[src/design/pfad_pkg.sv]
// Shared types and constants of the packed arc decoder.
package pfad_pkg;

  localparam int WEIGHT_BYTES_DEF = 4;
  localparam int MAX_FIELD_BYTES  = 4;
  localparam int WORD_W           = 32;
  localparam int BYTE_W           = 8;
  localparam int IN_TDATA_W       = 40;
  localparam int OUT_TDATA_W      = 168;
  localparam int CFG_IDX_W        = 2;
  localparam int QUEUE_DEPTH      = 2;

  localparam logic [BYTE_W-1:0] PART_END_MASK = 8'h1c;

  typedef enum logic [CFG_IDX_W-1:0] {
    CFG_ACCEPTOR   = 2'd0,
    CFG_EPSILON    = 2'd1,
    CFG_WEIGHT_ONE = 2'd2
  } cfg_idx_e;

  typedef enum logic [1:0] {
    KIND_HEADER = 2'd0,
    KIND_ARC    = 2'd1,
    KIND_END    = 2'd2,
    KIND_BAD    = 2'd3
  } kind_e;

  typedef enum logic [2:0] {
    PH_IDLE   = 3'd0,
    PH_FINAL  = 3'd1,
    PH_PART   = 3'd2,
    PH_TARGET = 3'd3,
    PH_WEIGHT = 3'd4,
    PH_IN     = 3'd5,
    PH_OUT    = 3'd6
  } phase_e;

  typedef struct packed {
    logic              acceptor;
    logic [WORD_W-1:0] epsilon;
    logic [WORD_W-1:0] weight_one;
  } cfg_t;

  // One parsed record entry as it travels from the parser to the formatter.
  typedef struct packed {
    kind_e             kind;
    logic [WORD_W-1:0] state_tag;
    logic [2:0]        tags;
    logic [WORD_W-1:0] target;
    logic [WORD_W-1:0] weight;
    logic [WORD_W-1:0] in_label;
    logic [WORD_W-1:0] out_label;
    logic              wt_stored;
    logic              in_stored;
    logic              out_stored;
  } event_t;

endpackage

[src/design/packed_fsa_arc_decoder.sv]
// Top level of the byte-serial packed automaton state record decoder.
// The decoder takes one record byte per clock cycle and gives at most one
// result word per byte; a byte's result passes through the event queue and
// then the output register to the master side. The rate is set by the parser
// loop, which updates its phase, byte counter and field accumulators with
// each byte. While the master side stalls, the output register and a
// two-word event queue hold up to three results; once the queue is full
// s_axis_tready drops until a word is taken. A header byte (tuser high)
// restarts parsing at any point. The acceptor flag is applied as each byte
// is parsed and, with the epsilon label and weight one, as each word is
// formatted, so write configuration only while no byte or word is in flight.
module packed_fsa_arc_decoder #(
  parameter int WEIGHT_BYTES = pfad_pkg::WEIGHT_BYTES_DEF
) (
  input  logic                             clk_i,
  input  logic                             rst_ni,
  input  logic                             s_axis_tvalid,
  output logic                             s_axis_tready,
  // [7:0] data_byte, [39:8] state_number
  input  logic [pfad_pkg::IN_TDATA_W-1:0]  s_axis_tdata,
  // [0] header_flag
  input  logic                             s_axis_tuser,
  output logic                             m_axis_tvalid,
  input  logic                             m_axis_tready,
  // [31:0] state_tag, [34:32] tags, [66:35] target, [98:67] weight,
  // [130:99] input_label, [162:131] output_label, [167:163] zero
  output logic [pfad_pkg::OUT_TDATA_W-1:0] m_axis_tdata,
  // [1:0] kind
  output logic [1:0]                       m_axis_tuser,
  output logic                             m_axis_tlast,
  input  logic                             cfg_we_i,
  input  logic [pfad_pkg::CFG_IDX_W-1:0]   cfg_idx_i,
  input  logic [pfad_pkg::WORD_W-1:0]      cfg_data_i
);
  import pfad_pkg::*;

  cfg_t   cfg_q;
  logic   take;
  logic   push, q_ready, q_valid, pop;
  event_t ev_in, ev_out;

  always_ff @(posedge clk_i or negedge rst_ni) begin
    if (!rst_ni) begin
      cfg_q <= '0;
    end else if (cfg_we_i) begin
      case (cfg_idx_e'(cfg_idx_i))
        CFG_ACCEPTOR:   cfg_q.acceptor   <= cfg_data_i[0];
        CFG_EPSILON:    cfg_q.epsilon    <= cfg_data_i;
        CFG_WEIGHT_ONE: cfg_q.weight_one <= cfg_data_i;
        default: ;
      endcase
    end
  end

  assign s_axis_tready = q_ready;
  assign take          = s_axis_tvalid && q_ready;

  pfad_front #(
    .WEIGHT_BYTES(WEIGHT_BYTES)
  ) u_front (
    .clk_i      (clk_i),
    .rst_ni     (rst_ni),
    .take_i     (take),
    .byte_i     (s_axis_tdata[BYTE_W-1:0]),
    .header_i   (s_axis_tuser),
    .state_i    (s_axis_tdata[BYTE_W +: WORD_W]),
    .acceptor_i (cfg_q.acceptor),
    .push_o     (push),
    .ev_o       (ev_in)
  );

  pfad_queue u_queue (
    .clk_i   (clk_i),
    .rst_ni  (rst_ni),
    .push_i  (push),
    .ev_i    (ev_in),
    .ready_o (q_ready),
    .pop_i   (pop),
    .valid_o (q_valid),
    .ev_o    (ev_out)
  );

  pfad_back u_back (
    .clk_i     (clk_i),
    .rst_ni    (rst_ni),
    .cfg_i     (cfg_q),
    .q_valid_i (q_valid),
    .ev_i      (ev_out),
    .pop_o     (pop),
    .m_ready_i (m_axis_tready),
    .m_valid_o (m_axis_tvalid),
    .m_data_o  (m_axis_tdata),
    .m_kind_o  (m_axis_tuser),
    .m_last_o  (m_axis_tlast)
  );

endmodule

[src/design/pfad_front.sv]
// Byte parser: walks the state record and emits raw header, arc, end and malformed events.
module pfad_front #(
  parameter int WEIGHT_BYTES = pfad_pkg::WEIGHT_BYTES_DEF
) (
  input  logic                          clk_i,
  input  logic                          rst_ni,
  input  logic                          take_i,
  input  logic [pfad_pkg::BYTE_W-1:0]   byte_i,
  input  logic                          header_i,
  input  logic [pfad_pkg::WORD_W-1:0]   state_i,
  input  logic                          acceptor_i,
  output logic                          push_o,
  output pfad_pkg::event_t              ev_o
);
  import pfad_pkg::*;

  localparam int CNT_W = ($clog2(WEIGHT_BYTES + 1) > 3) ? $clog2(WEIGHT_BYTES + 1) : 3;
  localparam logic [CNT_W-1:0] WB = CNT_W'(WEIGHT_BYTES);

  function automatic logic [WORD_W-1:0] gather(input logic [WORD_W-1:0] acc,
                                               input logic [BYTE_W-1:0] b,
                                               input logic [CNT_W-1:0]  idx);
    logic [WORD_W-1:0] r;
    r = acc;
    if (idx < CNT_W'(MAX_FIELD_BYTES)) begin
      r[BYTE_W*idx[1:0] +: BYTE_W] = b;
    end
    return r;
  endfunction

  // Output label byte count: io / 5 for a five-bit io code.
  function automatic logic [2:0] out_count(input logic [4:0] io);
    logic [2:0] n;
    if (io >= 5'd30) n = 3'd6;
    else if (io >= 5'd25) n = 3'd5;
    else if (io >= 5'd20) n = 3'd4;
    else if (io >= 5'd15) n = 3'd3;
    else if (io >= 5'd10) n = 3'd2;
    else if (io >= 5'd5) n = 3'd1;
    else n = 3'd0;
    return n;
  endfunction

  function automatic logic [2:0] in_count(input logic [4:0] io);
    logic [4:0] prod;
    logic [4:0] rem;
    prod = 5'({2'b00, out_count(io)} * 5);
    rem  = io - prod;
    return rem[2:0];
  endfunction

  phase_e            phase_q, phase_d;
  logic [CNT_W-1:0]  cnt_q, cnt_d;
  logic [BYTE_W-1:0] part_q, part_d;
  logic [WORD_W-1:0] target_q, target_d;
  logic [WORD_W-1:0] weight_q, weight_d;
  logic [WORD_W-1:0] inl_q, inl_d;
  logic [WORD_W-1:0] outl_q, outl_d;
  logic [WORD_W-1:0] cur_q, cur_d;

  logic [2:0]       in_n, out_n;
  logic             out_has;
  logic [CNT_W-1:0] cnt_inc, field_len;
  logic             end_byte, bad_byte, final_done, field_done;
  phase_e           nxt_field;

  assign in_n       = in_count(part_q[4:0]);
  assign out_n      = out_count(part_q[4:0]);
  assign out_has    = !acceptor_i && (out_n != 3'd0);
  assign cnt_inc    = cnt_q + 1'b1;
  assign end_byte   = (byte_i & PART_END_MASK) == PART_END_MASK;
  assign bad_byte   = !acceptor_i && (out_count(byte_i[4:0]) > 3'(MAX_FIELD_BYTES));
  assign final_done = (cnt_inc == WB);
  assign field_done = !(cnt_inc < field_len);

  always_comb begin
    case (phase_q)
      PH_TARGET: field_len = CNT_W'({1'b0, part_q[7:6]}) + 1'b1;
      PH_WEIGHT: field_len = part_q[5] ? WB : '0;
      PH_IN:     field_len = CNT_W'(in_n);
      PH_OUT:    field_len = out_has ? CNT_W'(out_n) : '0;
      default:   field_len = '0;
    endcase
  end

  // Skip the fields of this arc that carry no bytes.
  always_comb begin
    case (phase_q)
      PH_TARGET: begin
        if (part_q[5]) nxt_field = PH_WEIGHT;
        else if (in_n != 3'd0) nxt_field = PH_IN;
        else if (out_has) nxt_field = PH_OUT;
        else nxt_field = PH_PART;
      end
      PH_WEIGHT: begin
        if (in_n != 3'd0) nxt_field = PH_IN;
        else if (out_has) nxt_field = PH_OUT;
        else nxt_field = PH_PART;
      end
      PH_IN: begin
        if (out_has) nxt_field = PH_OUT;
        else nxt_field = PH_PART;
      end
      default: nxt_field = PH_PART;
    endcase
  end

  // Next state
  always_comb begin
    phase_d  = phase_q;
    cnt_d    = cnt_q;
    part_d   = part_q;
    target_d = target_q;
    weight_d = weight_q;
    inl_d    = inl_q;
    outl_d   = outl_q;
    cur_d    = cur_q;
    if (take_i) begin
      if (header_i) begin
        cur_d    = state_i;
        part_d   = byte_i;
        cnt_d    = '0;
        weight_d = '0;
        phase_d  = byte_i[0] ? PH_FINAL : PH_PART;
      end else begin
        case (phase_q)
          PH_FINAL: begin
            weight_d = gather(weight_q, byte_i, cnt_q);
            if (final_done) begin
              cnt_d   = '0;
              phase_d = PH_PART;
            end else begin
              cnt_d = cnt_inc;
            end
          end
          PH_PART: begin
            cnt_d = '0;
            if (end_byte) begin
              phase_d = PH_IDLE;
            end else begin
              part_d = byte_i;
              if (bad_byte) begin
                phase_d = PH_IDLE;
              end else begin
                target_d = '0;
                weight_d = '0;
                inl_d    = '0;
                outl_d   = '0;
                phase_d  = PH_TARGET;
              end
            end
          end
          PH_TARGET, PH_WEIGHT, PH_IN, PH_OUT: begin
            if (phase_q == PH_TARGET) target_d = gather(target_q, byte_i, cnt_q);
            else if (phase_q == PH_WEIGHT) weight_d = gather(weight_q, byte_i, cnt_q);
            else if (phase_q == PH_IN) inl_d = gather(inl_q, byte_i, cnt_q);
            else outl_d = gather(outl_q, byte_i, cnt_q);
            if (field_done) begin
              cnt_d   = '0;
              phase_d = nxt_field;
            end else begin
              cnt_d = cnt_inc;
            end
          end
          default: ;
        endcase
      end
    end
  end

  // Outputs
  always_comb begin
    push_o          = 1'b0;
    ev_o.kind       = KIND_HEADER;
    ev_o.state_tag  = cur_d;
    ev_o.tags       = '0;
    ev_o.target     = target_d;
    ev_o.weight     = weight_d;
    ev_o.in_label   = inl_d;
    ev_o.out_label  = outl_d;
    ev_o.wt_stored  = 1'b0;
    ev_o.in_stored  = 1'b0;
    ev_o.out_stored = 1'b0;
    if (take_i) begin
      if (header_i) begin
        if (!byte_i[0]) begin
          push_o    = 1'b1;
          ev_o.tags = byte_i[7:5];
        end
      end else begin
        case (phase_q)
          PH_FINAL: begin
            if (final_done) begin
              push_o         = 1'b1;
              ev_o.tags      = part_q[7:5];
              ev_o.wt_stored = 1'b1;
            end
          end
          PH_PART: begin
            if (end_byte) begin
              push_o    = 1'b1;
              ev_o.kind = KIND_END;
            end else if (bad_byte) begin
              push_o    = 1'b1;
              ev_o.kind = KIND_BAD;
            end
          end
          PH_TARGET, PH_WEIGHT, PH_IN, PH_OUT: begin
            if (field_done && (nxt_field == PH_PART)) begin
              push_o          = 1'b1;
              ev_o.kind       = KIND_ARC;
              ev_o.wt_stored  = part_q[5];
              ev_o.in_stored  = (in_n != 3'd0);
              ev_o.out_stored = (out_n != 3'd0);
            end
          end
          default: ;
        endcase
      end
    end
  end

  always_ff @(posedge clk_i or negedge rst_ni) begin
    if (!rst_ni) begin
      phase_q  <= PH_IDLE;
      cnt_q    <= '0;
      part_q   <= '0;
      target_q <= '0;
      weight_q <= '0;
      inl_q    <= '0;
      outl_q   <= '0;
      cur_q    <= '0;
    end else begin
      phase_q  <= phase_d;
      cnt_q    <= cnt_d;
      part_q   <= part_d;
      target_q <= target_d;
      weight_q <= weight_d;
      inl_q    <= inl_d;
      outl_q   <= outl_d;
      cur_q    <= cur_d;
    end
  end

endmodule

[src/design/pfad_queue.sv]
// Short event queue between the parser and the result formatter.
module pfad_queue (
  input  logic             clk_i,
  input  logic             rst_ni,
  input  logic             push_i,
  input  pfad_pkg::event_t ev_i,
  output logic             ready_o,
  input  logic             pop_i,
  output logic             valid_o,
  output pfad_pkg::event_t ev_o
);
  import pfad_pkg::*;

  localparam int PTR_W = (QUEUE_DEPTH > 1) ? $clog2(QUEUE_DEPTH) : 1;
  localparam int CNT_W = $clog2(QUEUE_DEPTH + 1);
  localparam logic [PTR_W-1:0] LAST_PTR = PTR_W'(QUEUE_DEPTH - 1);
  localparam logic [CNT_W-1:0] FULL_CNT = CNT_W'(QUEUE_DEPTH);

  function automatic logic [PTR_W-1:0] ptr_next(input logic [PTR_W-1:0] p);
    return (p == LAST_PTR) ? '0 : p + 1'b1;
  endfunction

  event_t           mem_q [QUEUE_DEPTH];
  logic [PTR_W-1:0] wr_ptr_q, wr_ptr_d;
  logic [PTR_W-1:0] rd_ptr_q, rd_ptr_d;
  logic [CNT_W-1:0] count_q, count_d;

  assign ready_o = (count_q != FULL_CNT);
  assign valid_o = (count_q != '0);
  assign ev_o    = mem_q[rd_ptr_q];

  always_comb begin
    wr_ptr_d = push_i ? ptr_next(wr_ptr_q) : wr_ptr_q;
    rd_ptr_d = pop_i ? ptr_next(rd_ptr_q) : rd_ptr_q;
    count_d  = count_q + CNT_W'(push_i) - CNT_W'(pop_i);
  end

  always_ff @(posedge clk_i) begin
    if (push_i) begin
      mem_q[wr_ptr_q] <= ev_i;
    end
  end

  always_ff @(posedge clk_i or negedge rst_ni) begin
    if (!rst_ni) begin
      wr_ptr_q <= '0;
      rd_ptr_q <= '0;
      count_q  <= '0;
    end else begin
      wr_ptr_q <= wr_ptr_d;
      rd_ptr_q <= rd_ptr_d;
      count_q  <= count_d;
    end
  end

endmodule

[src/design/pfad_back.sv]
// Result formatter: fills in defaults, zeroes unused fields and holds the output word.
module pfad_back (
  input  logic                             clk_i,
  input  logic                             rst_ni,
  input  pfad_pkg::cfg_t                   cfg_i,
  input  logic                             q_valid_i,
  input  pfad_pkg::event_t                 ev_i,
  output logic                             pop_o,
  input  logic                             m_ready_i,
  output logic                             m_valid_o,
  output logic [pfad_pkg::OUT_TDATA_W-1:0] m_data_o,
  output logic [1:0]                       m_kind_o,
  output logic                             m_last_o
);
  import pfad_pkg::*;

  localparam int PAD_W = OUT_TDATA_W - (5 * WORD_W + 3);

  logic [2:0]        tags;
  logic [WORD_W-1:0] target, weight, inl, outl;
  logic              last;

  logic                   valid_q;
  logic [OUT_TDATA_W-1:0] data_q;
  logic [1:0]             kind_q;
  logic                   last_q;

  // Take the next word whenever the output register is empty or being drained.
  assign pop_o = q_valid_i && (!valid_q || m_ready_i);

  always_comb begin
    tags   = '0;
    target = '0;
    weight = '0;
    inl    = '0;
    outl   = '0;
    last   = 1'b0;
    case (ev_i.kind)
      KIND_HEADER: begin
        tags   = ev_i.tags;
        weight = ev_i.wt_stored ? ev_i.weight : cfg_i.weight_one;
      end
      KIND_ARC: begin
        target = ev_i.target;
        weight = ev_i.wt_stored ? ev_i.weight : cfg_i.weight_one;
        inl    = ev_i.in_stored ? ev_i.in_label : cfg_i.epsilon;
        if (cfg_i.acceptor) outl = inl;
        else outl = ev_i.out_stored ? ev_i.out_label : cfg_i.epsilon;
      end
      KIND_END, KIND_BAD: begin
        last = 1'b1;
      end
      default: ;
    endcase
  end

  always_ff @(posedge clk_i) begin
    if (pop_o) begin
      data_q <= {{PAD_W{1'b0}}, outl, inl, weight, target, tags, ev_i.state_tag};
      kind_q <= ev_i.kind;
      last_q <= last;
    end
  end

  always_ff @(posedge clk_i or negedge rst_ni) begin
    if (!rst_ni) begin
      valid_q <= 1'b0;
    end else if (pop_o) begin
      valid_q <= 1'b1;
    end else if (m_ready_i) begin
      valid_q <= 1'b0;
    end
  end

  assign m_valid_o = valid_q;
  assign m_data_o  = data_q;
  assign m_kind_o  = kind_q;
  assign m_last_o  = last_q;

endmodule

[config.mk]
export PLATFORM = sky130hd
export DESIGN_NAME = packed_fsa_arc_decoder
export DESIGN_NICKNAME = d
export VERILOG_FILES = /design/src/design/pfad_pkg.sv /design/src/design/packed_fsa_arc_decoder.sv /design/src/design/pfad_front.sv /design/src/design/pfad_queue.sv /design/src/design/pfad_back.sv
export SDC_FILE = /design/constraint.sdc
export NUM_CORES = 1
export LEC_CHECK = 0
export ABC_AREA = 0
export BUFFER_PORTS_ARGS = -buffer_cell sky130_fd_sc_hd__buf_2
export CAP_MARGIN = 20
export CORE_MARGIN = 3
export CORE_UTILIZATION = 53
export DETAILED_ROUTE_END_ITERATION = 10
export MAX_ROUTING_LAYER = met4
export PLACE_DENSITY = 0.75
export SKIP_LAST_GASP = 1
export SYNTH_ARGS = -nofsm -noshare
export SYNTH_HDL_FRONTEND = slang
export SYNTH_SLANG_ARGS = --single-unit
[constraint.sdc]
create_clock -name clk_i -period 11.05 [get_ports clk_i]
set_clock_uncertainty 0.15 [all_clocks]
set_input_delay 2.21 -clock clk_i [delete_from_list [all_inputs] [get_ports clk_i]]
set_output_delay 2.21 -clock clk_i [all_outputs]
set_load 0.02 [all_outputs]
==> metrics.md <==
| Metric | Value |
|---|---|
| Total grt overflow | 0 |
| CP endpoint kind | register |
| Seq cells post-synth | 745 |
| Number of global-route vias before repair | 17200 |
| Crit path max fanout | roughly 160 |
| Ys flop type | edfxtp_1 |
| Die X | 239 um |
| P_leak | 13.1 nW |
| TritonCTS clock tree | built |
| R2R Path End | u_queue.mem_q[1][19]$_DFFE_PP_ |
| WL/cell | between 20 and 25 um |
| Initial Utilization | 54.2% |
| Slew @ Worst Pin | 1.10 ns |
| CTS Buf Count | 74 |
| CORE AREA | 53300 um2 |
| DR DRC count | 0 |
| CP required | 11.13 ns |
| R2R setup slack | 5.23 ns |
| CTS Sinks | 745 |
| Total Neg Setup Slack | 0 ns |
| CTS Buffer Depth | 3 |
| Number of enable flip-flop cells after synthesis | roughly 500 |
| Final max-slew violation count | 0 |
| Num rows | 84 |
| # hold bufs at CTS | 0 |
| Worst hold path type | reg -> reg |
| Tmin final | just under 6 ns |
| Clk Latency, worst-skew pair | between 0.6 and 0.7 ns |
| Dpl hpwl | 45000 um |
| Fin nets | 2203 |
| Cell Area, Placed | 30800 um2 |
| Peak supply drop | 0.000243 V |
| Most common cell after layout, fill and taps aside | edfxtp_1 |
| R2r startpoint | u_front.part_q[3]$_DFFE_PN0P_ |
| Hold Slack | 0.357 ns |
| RSZ-0062 raised after global routing | false |
| Fmax achieved | 172 MHz |
| Cells taking the most area after synthesis | edfxtp_1, dfrtp_1, mux2_2 |
| Status | completed |
| Post CTS Setup Buffer Count | 0 |
| Routed Antenna Nets | 0 |
| CTS clock-pin slew for the worst setup and hold paths | 0.06 ns |
| Final setup violation count | 0 |
| Vias | about 17000 |
| Critical path class | reg -> reg |
| First DRT Iteration DRCs | 1620 |
| Yosys cell types | 63 |
| Mapped cell area | just under 30000 um2 |
| Synth Instances | 1860 |
| Register area share after synthesis | between 70 and 80% |
| Min-Delay Path Depth | 1 |
| Setup WS pre-CTS | around 5.3 ns |
| Setup crit end | u_queue.mem_q[1][19]$_DFFE_PP_ |
| Largest net degree at the start of global routing | about 160 |
| Slew HR | a little over a quarter |
| Avg Inst Size Synth | 15.5 um2 |
| Gr usage total | 25.6% |
| Initial antenna violation count | 2 |
| Area of the die | 57300 um2 |
| Ratio of cells with drive above 1 in the final layout | 25.3% |
| Area leader, netlist | edfxtp_1 |
| Layout area overhead | 15.1% |
| Worst Setup SP | u_front.part_q[3]$_DFFE_PN0P_ |
| Async S/R FF share, synth | 32.8% |
| Die Height | 239 um |
| Commonest non-fill, non-tap cells in the layout | edfxtp_1, buf_2, dfrtp_1 |
| Synth top area share | 52.1% |
| Routed WL | 70800 um |
| Synth warn | 0 |
| H-tree levels | 3 |
| I/O Buffers | 247 |
| Post-route cell area | approximately 33000 um2 |
| Quantity of gates resized following cts | 0 |
| Fin. Hold Viols | 0 |
| # fillers | 3837 |
| CTS root buf | clkbuf_16 |
| Power Dens Cells | 272 nW/um2 |
| Max capacitance violation total | 0 |
| Worst EP arrival | 5.90 ns |
| Vias per std cell | 5.97 |
| First-pass GRT wire length | about 110000 um |
| Setup crit start kind | register |
| Register-to-Register Path Depth | 15 |
| Crit share post-route | 52.7% |
| # IOs | 253 |
| Worst setup slack after layout | 5.23 ns |
| DR pass1 iterations | 6 |
| Gpl congestion | 0.914 |
## worst min-delay path by stage
stage / start / end / slack [ns]
after detailed placement: u_front.inl_q[10]$_DFF_PN0_ / u_front.inl_q[10]$_DFF_PN0_ / 0.34
after global placement: u_front.inl_q[12]$_DFF_PN0_ / u_front.inl_q[12]$_DFF_PN0_ / 0.32
after global routing: cfg_q[13]$_DFFE_PN0P_ / cfg_q[13]$_DFFE_PN0P_ / 0.36
after CTS: cfg_q[13]$_DFFE_PN0P_ / cfg_q[13]$_DFFE_PN0P_ / 0.36
after floorplan: u_front.inl_q[10]$_DFF_PN0_ / u_front.inl_q[10]$_DFF_PN0_ / 0.31
final: cfg_q[11]$_DFFE_PN0P_ / cfg_q[11]$_DFFE_PN0P_ / 0.36
## cell usage after synthesis (all sizes together), types with 3 or more instances
| cell | n |
|---|---|
| o31ai | 5 |
| mux2 | 138 |
| a21o | 6 |
| a22oi | 4 |
| buf | 56 |
| a211oi | 70 |
| nand2b | 11 |
| a32o | 20 |
| ha | 13 |
| nor3 | 10 |
| nor2 | 198 |
| nor2b | 8 |
| and2 | 4 |
| o41ai | 4 |
| a311oi | 3 |
| edfxtp | 501 |
| or2 | 3 |
| o2bb2ai | 22 |
| nand2 | 77 |
| mux2i | 133 |
| inv | 22 |
| clkbuf | 47 |
| xnor2 | 5 |
| nand3b | 5 |
| dfrtp | 244 |
| and3 | 6 |
| o21ai | 64 |
| o211ai | 3 |
| a31oi | 4 |
| xor2 | 3 |
| o22ai | 3 |
| a22o | 77 |
| a21oi | 59 |
| nand3 | 8 |
## sequential cells by signal, summed over array words and instances (netlist names), 8 cells and up
signal            count
u_back.m_data_o     163
u_front.part_q        8
u_front.cur_q        32
u_front.weight_q     32
u_front.target_q     32
cfg_q                65
u_queue.mem_q       336
u_front.outl_q       32
u_front.inl_q        32
## power breakdown
| group | internal, mW | switching [mW] |
|---|---|---|
| Sequential | 3.74 | 0.266 |
| Combinational | 0.837 | 1.74 |
| Clock | 1.40 | 1.05 |
## metal layers
metal	up-vias	routed length (um)	GRT usage [%]
li1	7540	-	-
met1	8734	29400	34.4
met2	686	34800	40.3
met3	115	4680	4.16
met4	0	1940	8.85
met5	-	0	-
## through the flow
stage	utilization [%]	total power, mW	cells
6_report	62.4	9.04	2862
5_1_grt	62.4	9.43	2861
4_1_cts	62.3	9.08	2858
3_5_place_dp	57.9	6.63	2720
3_3_place_gp	57.8	6.58	2718
2_1_floorplan	-	5.77	1864
## critical path, cell delays in order, from the launching register on
cell	delay, ns
dfrtp_1	0.53
or2b_1	0.29
a311oi_1	0.38
mux2_2	0.40
fa_1	0.38
or4_4	0.57
a21oi_1	0.15
nor2_1	0.07
ha_1	0.29
o21a_1	0.14
o22ai_1	0.08
a21oi_1	0.27
a21o_1	0.28
a31oi_4	0.18
nor2b_4	0.39
buf_12	0.60
## final cells by class
type / count / area (um2) / area share [%]
clock buffer: 99 / 2040 / 6.13
inverter: 22 / 82.6 / 0.248
sequential: 745 / 21200 / 63.6
multi-input combinational: 994 / 7270 / 21.9
antenna: 3 / 7.51 / 0.0226
timing repair buffer: 272 / 1490 / 4.47
tap: 688 / 861 / 2.59
clock inverter: 39 / 344 / 1.03
## cells by family after synthesis
family	after synthesis	synth area share, %
DFF	745	73.2
xor gates and xnor gates	8	0.269
muxes	271	9.99
AOI/OAI and AO/OA	356	8.99
buffers and inverters	125	1.85
and+or+nand+nor	340	5.05
adders and majority gates	14	0.632
other	1	0.0130
Note: power is estimated with default switching activity, not from simulation.
